===== config.mk =====
export PLATFORM = sky130hd
export DESIGN_NAME = scaler_alarm_timing_unit_core_flat
export DESIGN_NICKNAME = d
export VERILOG_FILES = /design/src/hdl/sat_pkg.sv /design/src/hdl/sat_if.sv /design/src/hdl/sat_in_stage.sv /design/src/hdl/sat_core.sv /design/src/hdl/sat_out_stage.sv /design/src/hdl/scaler_alarm_timing_unit_core.sv /design/src/flat_wrapper.sv
export SDC_FILE = /design/constraint.sdc
export NUM_CORES = 1
export LEC_CHECK = 0
export ABC_AREA = 1
export BUFFER_PORTS_ARGS = -buffer_cell sky130_fd_sc_hd__buf_2
export CAP_MARGIN = 30
export CORE_MARGIN = 2
export CORE_UTILIZATION = 38
export DETAILED_ROUTE_END_ITERATION = 8
export GPL_TIMING_DRIVEN = 0
export MAX_ROUTING_LAYER = met4
export SKIP_CTS_REPAIR_TIMING = 1
export SYNTH_ARGS = -nofsm -noshare
export SYNTH_HDL_FRONTEND = slang
export SYNTH_HIERARCHICAL = 1
export SYNTH_SLANG_ARGS = --single-unit

===== constraint.sdc =====
create_clock -name clk -period 4.4 [get_ports clk]
set_clock_uncertainty 0.2 [all_clocks]
set_input_delay 0.44 -clock clk [delete_from_list [all_inputs] [get_ports clk]]
set_output_delay 0.44 -clock clk [all_outputs]
set_load 0.05 [all_outputs]

===== src/hdl/sat_pkg.sv =====
// ----------------------------------------------------------------------------
// sat_pkg
// shared types, field widths, request codes and parameter defaults of the
// scaler, alarm and timing unit
// ----------------------------------------------------------------------------
package sat_pkg;

  // parameter defaults
  localparam int KEY_STAGE_BIT_DEF   = 8;
  localparam int FAST_STAGE_BIT_DEF  = 9;
  localparam int SLOW_STAGE_BIT_DEF  = 13;
  localparam int KEY_QUEUE_DEPTH_DEF = 8;

  // field widths
  localparam int REQ_W  = 3;
  localparam int CHAN_W = 6;
  localparam int DATA_W = 15;

  // request codes, six and seven are unused
  typedef enum logic [REQ_W-1:0] {
    REQ_TICK       = 3'd0,
    REQ_RUPT_START = 3'd1,
    REQ_RUPT_END   = 3'd2,
    REQ_TC_START   = 3'd3,
    REQ_TC_END     = 3'd4,
    REQ_KEY        = 3'd5
  } req_type_t;

  // channels that raise a key interrupt
  localparam logic [CHAN_W-1:0] KEY_CHAN_LO = 6'd4;
  localparam logic [CHAN_W-1:0] KEY_CHAN_HI = 6'd5;

  typedef struct packed {
    logic [REQ_W-1:0]  req_type;
    logic              in_interrupt;
    logic [CHAN_W-1:0] key_channel;
    logic [DATA_W-1:0] key_data;
  } sat_item_t;

  typedef struct packed {
    logic              gojam;
    logic              alarm_rupt_long;
    logic              alarm_tc_only;
    logic              alarm_no_tc;
    logic              alarm_no_rupt;
    logic              time13_up;
    logic              time4_up;
    logic              keyrupt;
    logic              key_register;
    logic [DATA_W-1:0] key_value;
    logic              queue_dropped;
  } sat_result_t;

endpackage


===== src/hdl/sat_if.sv =====
// ----------------------------------------------------------------------------
// sat_if
// valid/ready channels for input items and result items
// ----------------------------------------------------------------------------
interface sat_item_if import sat_pkg::*; ();
  logic              valid;
  logic              ready;
  logic [REQ_W-1:0]  req_type;
  logic              in_interrupt;
  logic [CHAN_W-1:0] key_channel;
  logic [DATA_W-1:0] key_data;

  modport source (output valid, req_type, in_interrupt, key_channel, key_data,
                  input ready);
  modport sink   (input valid, req_type, in_interrupt, key_channel, key_data,
                  output ready);
endinterface

interface sat_result_if import sat_pkg::*; ();
  logic              valid;
  logic              ready;
  logic              gojam;
  logic              alarm_rupt_long;
  logic              alarm_tc_only;
  logic              alarm_no_tc;
  logic              alarm_no_rupt;
  logic              time13_up;
  logic              time4_up;
  logic              keyrupt;
  logic              key_register;
  logic [DATA_W-1:0] key_value;
  logic              queue_dropped;

  modport source (output valid, gojam, alarm_rupt_long, alarm_tc_only, alarm_no_tc,
                  alarm_no_rupt, time13_up, time4_up, keyrupt, key_register,
                  key_value, queue_dropped,
                  input ready);
  modport sink   (input valid, gojam, alarm_rupt_long, alarm_tc_only, alarm_no_tc,
                  alarm_no_rupt, time13_up, time4_up, keyrupt, key_register,
                  key_value, queue_dropped,
                  output ready);
endinterface


===== src/hdl/sat_in_stage.sv =====
// ----------------------------------------------------------------------------
// sat_in_stage
// input register, holds one accepted item until the core takes it
// ----------------------------------------------------------------------------
module sat_in_stage import sat_pkg::*; (
  input  logic      clk,
  input  logic      rst,
  sat_item_if.sink  item,
  input  logic      take,
  output logic      held_valid,
  output sat_item_t held_item
);

  assign item.ready = !held_valid || take;

  always_ff @(posedge clk) begin
    if (rst) begin
      held_valid <= 1'b0;
    end else if (item.ready) begin
      held_valid <= item.valid;
    end
  end

  always_ff @(posedge clk) begin
    if (item.valid && item.ready) begin
      held_item.req_type     <= item.req_type;
      held_item.in_interrupt <= item.in_interrupt;
      held_item.key_channel  <= item.key_channel;
      held_item.key_data     <= item.key_data;
    end
  end

endmodule


===== src/hdl/sat_core.sv =====
// ----------------------------------------------------------------------------
// sat_core
// divider, watchdog flags, key queue and the result logic for one item
// ----------------------------------------------------------------------------
module sat_core import sat_pkg::*; #(
  parameter int KEY_STAGE_BIT   = KEY_STAGE_BIT_DEF,
  parameter int FAST_STAGE_BIT  = FAST_STAGE_BIT_DEF,
  parameter int SLOW_STAGE_BIT  = SLOW_STAGE_BIT_DEF,
  parameter int KEY_QUEUE_DEPTH = KEY_QUEUE_DEPTH_DEF
) (
  input  logic        clk,
  input  logic        rst,
  input  logic        step,
  input  sat_item_t   cur_item,
  output sat_result_t res
);

  localparam int DIV_W   = SLOW_STAGE_BIT + 1;
  localparam int CNT_W   = $clog2(KEY_QUEUE_DEPTH + 1);
  localparam int PTR_W   = (KEY_QUEUE_DEPTH > 1) ? $clog2(KEY_QUEUE_DEPTH) : 1;
  localparam int ENTRY_W = CHAN_W + DATA_W;

  // stages above the divider never toggle
  localparam bit KEY_IN   = (KEY_STAGE_BIT <= SLOW_STAGE_BIT);
  localparam bit FAST_IN  = (FAST_STAGE_BIT <= SLOW_STAGE_BIT);
  localparam int KEY_IDX  = KEY_IN ? KEY_STAGE_BIT : 0;
  localparam int FAST_IDX = FAST_IN ? FAST_STAGE_BIT : 0;

  localparam logic [CNT_W-1:0] CNT_FULL = CNT_W'(KEY_QUEUE_DEPTH);
  localparam logic [PTR_W-1:0] PTR_LAST = PTR_W'(KEY_QUEUE_DEPTH - 1);

  logic [DIV_W-1:0]   divider_count, divider_count_next, div_cur;
  logic               rupt_end_seen, rupt_end_seen_next;
  logic               tc_end_seen, tc_end_seen_next;
  logic               tc_start_seen, tc_start_seen_next;
  logic               rupt_start_seen, rupt_start_seen_next;
  logic [CNT_W-1:0]   key_queue_count, key_queue_count_next;
  logic [PTR_W-1:0]   head, head_next, tail, tail_next;
  logic [ENTRY_W-1:0] key_queue [KEY_QUEUE_DEPTH];
  logic [ENTRY_W-1:0] head_entry;
  logic [ENTRY_W-1:0] wr_entry;
  logic [CHAN_W-1:0]  head_chan, chan_ofs;
  logic [DATA_W-1:0]  head_data;
  logic               pop, push;
  logic               key_rise, fast_rise, fast_fall, slow_rise, slow_fall;

  function automatic logic [PTR_W-1:0] ptr_inc(input logic [PTR_W-1:0] p);
    return (p == PTR_LAST) ? '0 : p + 1'b1;
  endfunction

  assign div_cur   = divider_count + 1'b1;
  assign key_rise  = KEY_IN && div_cur[KEY_IDX] && !divider_count[KEY_IDX];
  assign fast_rise = FAST_IN && div_cur[FAST_IDX] && !divider_count[FAST_IDX];
  assign fast_fall = FAST_IN && !div_cur[FAST_IDX] && divider_count[FAST_IDX];
  assign slow_rise = div_cur[SLOW_STAGE_BIT] && !divider_count[SLOW_STAGE_BIT];
  assign slow_fall = !div_cur[SLOW_STAGE_BIT] && divider_count[SLOW_STAGE_BIT];

  assign head_chan = head_entry[ENTRY_W-1:DATA_W];
  assign head_data = head_entry[DATA_W-1:0];
  assign chan_ofs  = head_chan - KEY_CHAN_LO;
  assign wr_entry  = {cur_item.key_channel, cur_item.key_data};

  always_comb begin
    divider_count_next   = divider_count;
    rupt_end_seen_next   = rupt_end_seen;
    tc_end_seen_next     = tc_end_seen;
    tc_start_seen_next   = tc_start_seen;
    rupt_start_seen_next = rupt_start_seen;
    pop                  = 1'b0;
    push                 = 1'b0;
    res                  = '0;
    if (step) begin
      case (req_type_t'(cur_item.req_type))
        REQ_TICK: begin
          divider_count_next = div_cur;
          if (key_rise && key_queue_count != '0) begin
            pop = 1'b1;
            if ((head_chan == KEY_CHAN_LO || head_chan == KEY_CHAN_HI) &&
                head_data != '0) begin
              res.keyrupt      = 1'b1;
              res.key_register = chan_ofs[0];
              res.key_value    = head_data;
            end
          end
          if (fast_fall) begin
            res.alarm_rupt_long = !rupt_end_seen;
            res.alarm_tc_only   = !tc_end_seen;
            res.alarm_no_tc     = !tc_start_seen;
            res.time13_up       = 1'b1;
            if (cur_item.in_interrupt) begin
              rupt_end_seen_next = 1'b0;
            end
            tc_start_seen_next = 1'b0;
            tc_end_seen_next   = 1'b0;
          end
          if (fast_rise) begin
            res.time4_up = 1'b1;
          end
          if (slow_fall) begin
            rupt_start_seen_next = 1'b0;
          end
          if (slow_rise) begin
            res.alarm_no_rupt = !rupt_start_seen;
          end
          res.gojam = res.alarm_rupt_long | res.alarm_tc_only |
                      res.alarm_no_tc | res.alarm_no_rupt;
        end
        REQ_RUPT_START: rupt_start_seen_next = 1'b1;
        REQ_RUPT_END:   rupt_end_seen_next   = 1'b1;
        REQ_TC_START:   tc_start_seen_next   = 1'b1;
        REQ_TC_END:     tc_end_seen_next     = 1'b1;
        REQ_KEY: begin
          if (key_queue_count == CNT_FULL) begin
            res.queue_dropped = 1'b1;
          end else begin
            push = 1'b1;
          end
        end
        default: ;
      endcase
    end
  end

  assign head_next = pop ? ptr_inc(head) : head;
  assign tail_next = push ? ptr_inc(tail) : tail;

  always_comb begin
    key_queue_count_next = key_queue_count;
    if (push) begin
      key_queue_count_next = key_queue_count + 1'b1;
    end else if (pop) begin
      key_queue_count_next = key_queue_count - 1'b1;
    end
  end

  always_ff @(posedge clk) begin
    if (rst) begin
      divider_count   <= '0;
      rupt_end_seen   <= 1'b0;
      tc_end_seen     <= 1'b0;
      tc_start_seen   <= 1'b0;
      rupt_start_seen <= 1'b0;
      key_queue_count <= '0;
      head            <= '0;
      tail            <= '0;
    end else begin
      divider_count   <= divider_count_next;
      rupt_end_seen   <= rupt_end_seen_next;
      tc_end_seen     <= tc_end_seen_next;
      tc_start_seen   <= tc_start_seen_next;
      rupt_start_seen <= rupt_start_seen_next;
      key_queue_count <= key_queue_count_next;
      head            <= head_next;
      tail            <= tail_next;
    end
  end

  // queue memory, head entry kept in a read register, bypass on a push into empty
  always_ff @(posedge clk) begin
    if (push) begin
      key_queue[tail] <= wr_entry;
    end
    if (push && tail == head_next) begin
      head_entry <= wr_entry;
    end else begin
      head_entry <= key_queue[head_next];
    end
  end

`ifndef SYNTHESIS
  a_count_range: assert property (@(posedge clk) disable iff (rst)
    key_queue_count <= CNT_FULL)
    else $error("key queue count above depth");

  a_empty_ptrs: assert property (@(posedge clk) disable iff (rst)
    key_queue_count == '0 |-> head == tail)
    else $error("empty queue with head and tail apart");

  a_pop_count: assert property (@(posedge clk) disable iff (rst)
    pop |=> key_queue_count == $past(key_queue_count) - 1'b1)
    else $error("pop did not decrement count");

  a_push_count: assert property (@(posedge clk) disable iff (rst)
    push |=> key_queue_count == $past(key_queue_count) + 1'b1)
    else $error("push did not increment count");
`endif

endmodule


===== src/hdl/sat_out_stage.sv =====
// ----------------------------------------------------------------------------
// sat_out_stage
// result register, drives the result channel
// ----------------------------------------------------------------------------
module sat_out_stage import sat_pkg::*; (
  input  logic        clk,
  input  logic        rst,
  input  logic        load,
  input  sat_result_t res,
  output logic        free,
  sat_result_if.source result
);

  sat_result_t held;
  logic        held_valid;

  assign free = !held_valid || result.ready;

  always_ff @(posedge clk) begin
    if (rst) begin
      held_valid <= 1'b0;
    end else if (load) begin
      held_valid <= 1'b1;
    end else if (result.ready) begin
      held_valid <= 1'b0;
    end
  end

  always_ff @(posedge clk) begin
    if (load) begin
      held <= res;
    end
  end

  assign result.valid           = held_valid;
  assign result.gojam           = held.gojam;
  assign result.alarm_rupt_long = held.alarm_rupt_long;
  assign result.alarm_tc_only   = held.alarm_tc_only;
  assign result.alarm_no_tc     = held.alarm_no_tc;
  assign result.alarm_no_rupt   = held.alarm_no_rupt;
  assign result.time13_up       = held.time13_up;
  assign result.time4_up        = held.time4_up;
  assign result.keyrupt         = held.keyrupt;
  assign result.key_register    = held.key_register;
  assign result.key_value       = held.key_value;
  assign result.queue_dropped   = held.queue_dropped;

endmodule


===== src/hdl/scaler_alarm_timing_unit_core.sv =====
// ----------------------------------------------------------------------------
// scaler_alarm_timing_unit_core
// scaler with watchdog alarms, timer increment requests and a key update queue
// ----------------------------------------------------------------------------
//  channel  | modport | transaction
//  ---------+---------+------------------------------------------------------
//  item     | sink    | tick, interrupt/tc start or end event, or key update
//  result   | source  | alarms, gojam, timer requests, key interrupt, drop flag
//
//  one transaction per cycle sustained on both channels while result.ready is high;
//  each item gives one result through the input register, then the result register
//  the whole step is divider increment, edge detection and flag/queue update
//  between the two registers; the queue head is kept in a registered read port
//  rst is synchronous: clears divider, watchdog flags, queue pointers and count
//  a stalled result holds in the result register while one more item waits in
//  the input register; item.ready drops only when both are occupied
// ----------------------------------------------------------------------------
module scaler_alarm_timing_unit_core import sat_pkg::*; #(
  parameter int KEY_STAGE_BIT   = KEY_STAGE_BIT_DEF,
  parameter int FAST_STAGE_BIT  = FAST_STAGE_BIT_DEF,
  parameter int SLOW_STAGE_BIT  = SLOW_STAGE_BIT_DEF,
  parameter int KEY_QUEUE_DEPTH = KEY_QUEUE_DEPTH_DEF
) (
  input logic          clk,
  input logic          rst,
  sat_item_if.sink     item,
  sat_result_if.source result
);

  logic        held_valid;
  sat_item_t   held_item;
  logic        out_free;
  logic        step;
  sat_result_t res;

  // the held item is processed in the cycle the result register can take it
  assign step = held_valid && out_free;

  sat_in_stage u_in (
    .clk        (clk),
    .rst        (rst),
    .item       (item),
    .take       (step),
    .held_valid (held_valid),
    .held_item  (held_item)
  );

  // divider, watchdogs and key queue
  sat_core #(
    .KEY_STAGE_BIT   (KEY_STAGE_BIT),
    .FAST_STAGE_BIT  (FAST_STAGE_BIT),
    .SLOW_STAGE_BIT  (SLOW_STAGE_BIT),
    .KEY_QUEUE_DEPTH (KEY_QUEUE_DEPTH)
  ) u_core (
    .clk      (clk),
    .rst      (rst),
    .step     (step),
    .cur_item (held_item),
    .res      (res)
  );

  sat_out_stage u_out (
    .clk    (clk),
    .rst    (rst),
    .load   (step),
    .res    (res),
    .free   (out_free),
    .result (result)
  );

endmodule


===== src/flat_wrapper.sv =====
// flat-port wrapper written by rule: the top's interface ports become plain ports
module scaler_alarm_timing_unit_core_flat import sat_pkg::*;
#(
  parameter int KEY_STAGE_BIT   = KEY_STAGE_BIT_DEF,
  parameter int FAST_STAGE_BIT  = FAST_STAGE_BIT_DEF,
  parameter int SLOW_STAGE_BIT  = SLOW_STAGE_BIT_DEF,
  parameter int KEY_QUEUE_DEPTH = KEY_QUEUE_DEPTH_DEF
)
  (clk, rst, item_valid, item_req_type, item_in_interrupt, item_key_channel, item_key_data, item_ready, result_valid, result_gojam, result_alarm_rupt_long, result_alarm_tc_only, result_alarm_no_tc, result_alarm_no_rupt, result_time13_up, result_time4_up, result_keyrupt, result_key_register, result_key_value, result_queue_dropped, result_ready);
  sat_item_if item_i ();
  sat_result_if result_i ();
  input logic clk;
  input logic rst;
  input wire logic [$bits(item_i.valid)-1:0] item_valid;
  input wire logic [$bits(item_i.req_type)-1:0] item_req_type;
  input wire logic [$bits(item_i.in_interrupt)-1:0] item_in_interrupt;
  input wire logic [$bits(item_i.key_channel)-1:0] item_key_channel;
  input wire logic [$bits(item_i.key_data)-1:0] item_key_data;
  output wire logic [$bits(item_i.ready)-1:0] item_ready;
  output wire logic [$bits(result_i.valid)-1:0] result_valid;
  output wire logic [$bits(result_i.gojam)-1:0] result_gojam;
  output wire logic [$bits(result_i.alarm_rupt_long)-1:0] result_alarm_rupt_long;
  output wire logic [$bits(result_i.alarm_tc_only)-1:0] result_alarm_tc_only;
  output wire logic [$bits(result_i.alarm_no_tc)-1:0] result_alarm_no_tc;
  output wire logic [$bits(result_i.alarm_no_rupt)-1:0] result_alarm_no_rupt;
  output wire logic [$bits(result_i.time13_up)-1:0] result_time13_up;
  output wire logic [$bits(result_i.time4_up)-1:0] result_time4_up;
  output wire logic [$bits(result_i.keyrupt)-1:0] result_keyrupt;
  output wire logic [$bits(result_i.key_register)-1:0] result_key_register;
  output wire logic [$bits(result_i.key_value)-1:0] result_key_value;
  output wire logic [$bits(result_i.queue_dropped)-1:0] result_queue_dropped;
  input wire logic [$bits(result_i.ready)-1:0] result_ready;
  assign item_i.valid = item_valid;
  assign item_i.req_type = item_req_type;
  assign item_i.in_interrupt = item_in_interrupt;
  assign item_i.key_channel = item_key_channel;
  assign item_i.key_data = item_key_data;
  assign item_ready = item_i.ready;
  assign result_valid = result_i.valid;
  assign result_gojam = result_i.gojam;
  assign result_alarm_rupt_long = result_i.alarm_rupt_long;
  assign result_alarm_tc_only = result_i.alarm_tc_only;
  assign result_alarm_no_tc = result_i.alarm_no_tc;
  assign result_alarm_no_rupt = result_i.alarm_no_rupt;
  assign result_time13_up = result_i.time13_up;
  assign result_time4_up = result_i.time4_up;
  assign result_keyrupt = result_i.keyrupt;
  assign result_key_register = result_i.key_register;
  assign result_key_value = result_i.key_value;
  assign result_queue_dropped = result_i.queue_dropped;
  assign result_i.ready = result_ready;
  scaler_alarm_timing_unit_core #(.KEY_STAGE_BIT(KEY_STAGE_BIT), .FAST_STAGE_BIT(FAST_STAGE_BIT), .SLOW_STAGE_BIT(SLOW_STAGE_BIT), .KEY_QUEUE_DEPTH(KEY_QUEUE_DEPTH)) u_core (.clk(clk), .rst(rst), .item(item_i), .result(result_i));
endmodule

==> run metrics <==
Mean Syn Cell Area=11.5 um2; Worst Setup End Kind=flip-flop; Die ar.=27,800 um2; P per Cell Area=417 nW/um2; Die Span X=167 um; routed length per instance=17.0 um; minimum clock period=3.50 ns; Distinct cells, synth=38; Crit Path Class=in -> reg; Hold Crit Class=in -> reg; Reg clk slew, reported paths=0.06 ns; critical path launch point type=input port; grt total ovfl=0; Post-synth EDFFs=218; top-count cell post-synth=edfxtp_1; routed vias/inst=4.84; commonest cells in the netlist=edfxtp_1 (218), nand2_1 (203), inv_1 (116), nand3_1 (78), nor2_1 (72); final setup margin=0.900 ns; vias in the first global route=6,334; #FFs+latches synth=251; Critical Path AT=3.52 ns; Iteration-0 DRC Markers=495; worst-path cell chain=dlygate4sd3_1, buf_2, inv_1, nand2_2, nand2_1, inv_1, inv_1, nor2_1, nand2_1, nor2_1, inv_1, nor3_2, buf_6, buf_6; share of the synthesized area in the top cell type=65.0%; via count=6,534; CP max stage delay=0.52 ns; worst slew pin tran=0.901 ns; WP data required=4.43 ns; P_leak=0.00479 uW; post-route clock period utilization=79.5%; later-pin clock latency in the skew report=0.52 ns; Yosys top cell by area=edfxtp_1; Post-DRT Antenna Nets=0; Final setup viols=0; initial antenna violation count=0; Max Slew Vio Count=0; core box area=26,100 um2; share of cells above drive strength 1=15.0%; Site Rows=59; Cells after Synth=875; min-delay src=item_valid; normalized max-slew margin=39.8%; CTS tree=yes; status=complete, no violations; IO buf count=55; Crit. Startpoint=result_ready; WHS=0.0202 ns; Crit Path Max Fanout=12; Max Cap Viol=0; first-pass GRT wire length=35.4 mm; root buf cell=clkbuf_16; ant diodes=0; Final Hold Vio Count=0; post-synthesis mux area share=0%; Die Ht=167 um; XOR/XNOR Fraction of Synth Area=0.174%; CTS sink cnt=251; synth-to-layout area growth=20.4%; Reg-to-Reg Start=u_core/u_in/held_valid; clock tree buffer depth=3; RSZ-0062 raised after global routing=false; Routability Congestion=0.765; Seq/Total Area, Yosys=71.5%; Max Fclk=286 MHz; number of remaining DRC errors=0; CP dominant cell by count=inv_1; Area contributors post-synth=edfxtp_1 (65%), nand2_1 (7.6%), dfxtp_1 (6.6%), inv_1 (4.3%), nand3_1 (3.9%); Detail Placement HPWL=14.5 mm; Synth Warn #=6; Starting Density=38.7%; main combinational cell family by area after synthesis=simple AND/OR/NAND/NOR gates; pre-CTS setup slack=0.948 ns; Tot GR Track Use=17.0%; predominant post-synthesis flop cell=edfxtp_1; Compound-Gate Fraction of Synth Area=3.38%; Synthesized Nets=917; H-tree level count=1; Total Wirelength=23.0 mm; simple-gate area share of the yosys netlist=16.9%; slowest stage cell, crit path=dlygate4sd3_1; # nets final=1,038; First-pass DRT Iterations=5; number of I/O pins=56; Fill cells=2,340; largest net degree at the start of global routing=22; async set-or-reset flop fraction in the synthesized netlist=0%; Mapped Area=10,100 um2; Peak VDD IR=268 uV; cts bufs inserted=26; adder-cell share of the synthesized area=1.69%
-- kinds of logic (layout without fill, tap and decap cells) --
family,Yosys count,count (layout)
simple gates,400,400
buf+inv,148,288
flops,251,251
xor+xnor,2,2
compound gates,61,61
fa+ha+maj,13,13
-- where the power goes --
part / internal (uW) / total, uW / switching, uW / leakage [uW]
Clock: 1350 / 2230 / 881 / 0.000431
Sequential: 2630 / 2660 / 35.5 / 0.00224
Combinational: 55.0 / 168 / 113 / 0.00211
Total: 4030 / 5060 / 1030 / 0.00479
-- layer usage --
| layer | up-vias | GRT usage, % | part of all wire [%] |
|---|---|---|---|
| met5 | - | - | 0 |
| li1 | 3188 | - | - |
| met2 | 187 | 28.8 | 49 |
| met4 | 0 | 5.77 | 3.2 |
| met1 | 3097 | 20.9 | 42 |
| met3 | 62 | 2.66 | 5.5 |
-- through the flow --
| stage | util, % | cell area, um2 | std cells | setup TNS [ns] | total power [uW] |
|---|---|---|---|---|---|
| after detailed placement | 42.2 | 11000 | 1276 | 0 | 2870 |
| final | 46.6 | 12100 | 1350 | 0 | 5060 |
| after floorplan | - | 10100 | 875 | 0 | 2800 |
| after CTS | 45.5 | 11900 | 1323 | 0 | 5090 |
| after global placement | 41.3 | 10800 | 1265 | -179.48 | 2850 |
| after global routing | 46.6 | 12100 | 1350 | 0 | 5220 |
-- registers in the layout, summed over array words and instances (netlist names), 3 cells and up, named ones only --
signal	cells
u_core/u_core/tail	3
u_core/u_core/divider_count	14
u_core/u_out/result.key_value	15
u_core/u_core/key_queue	168
u_core/u_core/key_queue_count	4
u_core/u_in/held_item	25
u_core/u_core/head	3
-- worst max-delay path, delay by kind of cell --
kind / cells / cell delay (ns)
buffers and inverters: 8 / 1.84
AND/OR/NAND/NOR: 6 / 1.23
-- placed cells by master (no fill, tap or decap), types with 2 or more instances in the layout --
cell type      netlist  layout
a21oi_2              3       3
dfxtp_1             33      33
buf_16               0       2
nand2_1            203     203
bufinv_16            0       4
nand3_1             78      78
inv_2                3       3
nand3b_1             2       2
nor3_2               0       4
clkbuf_16            0      27
buf_4                2       2
edfxtp_1           218     218
clkinv_1             0       5
dlygate4sd3_1        0      27
nor2_4               1       5
clkbuf_1             4       6
buf_2               14      69
buf_6                8      16
ha_1                12      12
nand2_2              3       3
nand4_1             11      11
nor2_1              72      68
o21ai_0             27      27
nor3_1              25      21
inv_1              116     116
clkinv_2             0       7
a21oi_1             22      21
-- cell type report --
type                    count  area (um2)  share of cell area (%)
well taps                 335         419                    3.45
inverters                 119         447                    3.68
plain buffers              29         194                    1.60
multi-input cells         476        2290                    18.9
flip-flops and latches    251        7210                    59.4
repair buffers             93         706                    5.82
clock buffers              29         683                    5.63
clock inverters            18         190                    1.57
-- final timing paths --
path,slack [ns],depth (start not counted),end
max,0.90,14,u_core/u_core/key_queue[1][1]
min,0.02,3,u_core/u_in/held_valid
max reg2reg,1.10,10,u_core/u_core/key_queue[1][1]
min reg2reg,0.28,2,u_core/u_core/tc_start_seen
(Power assumes the default switching activity.)
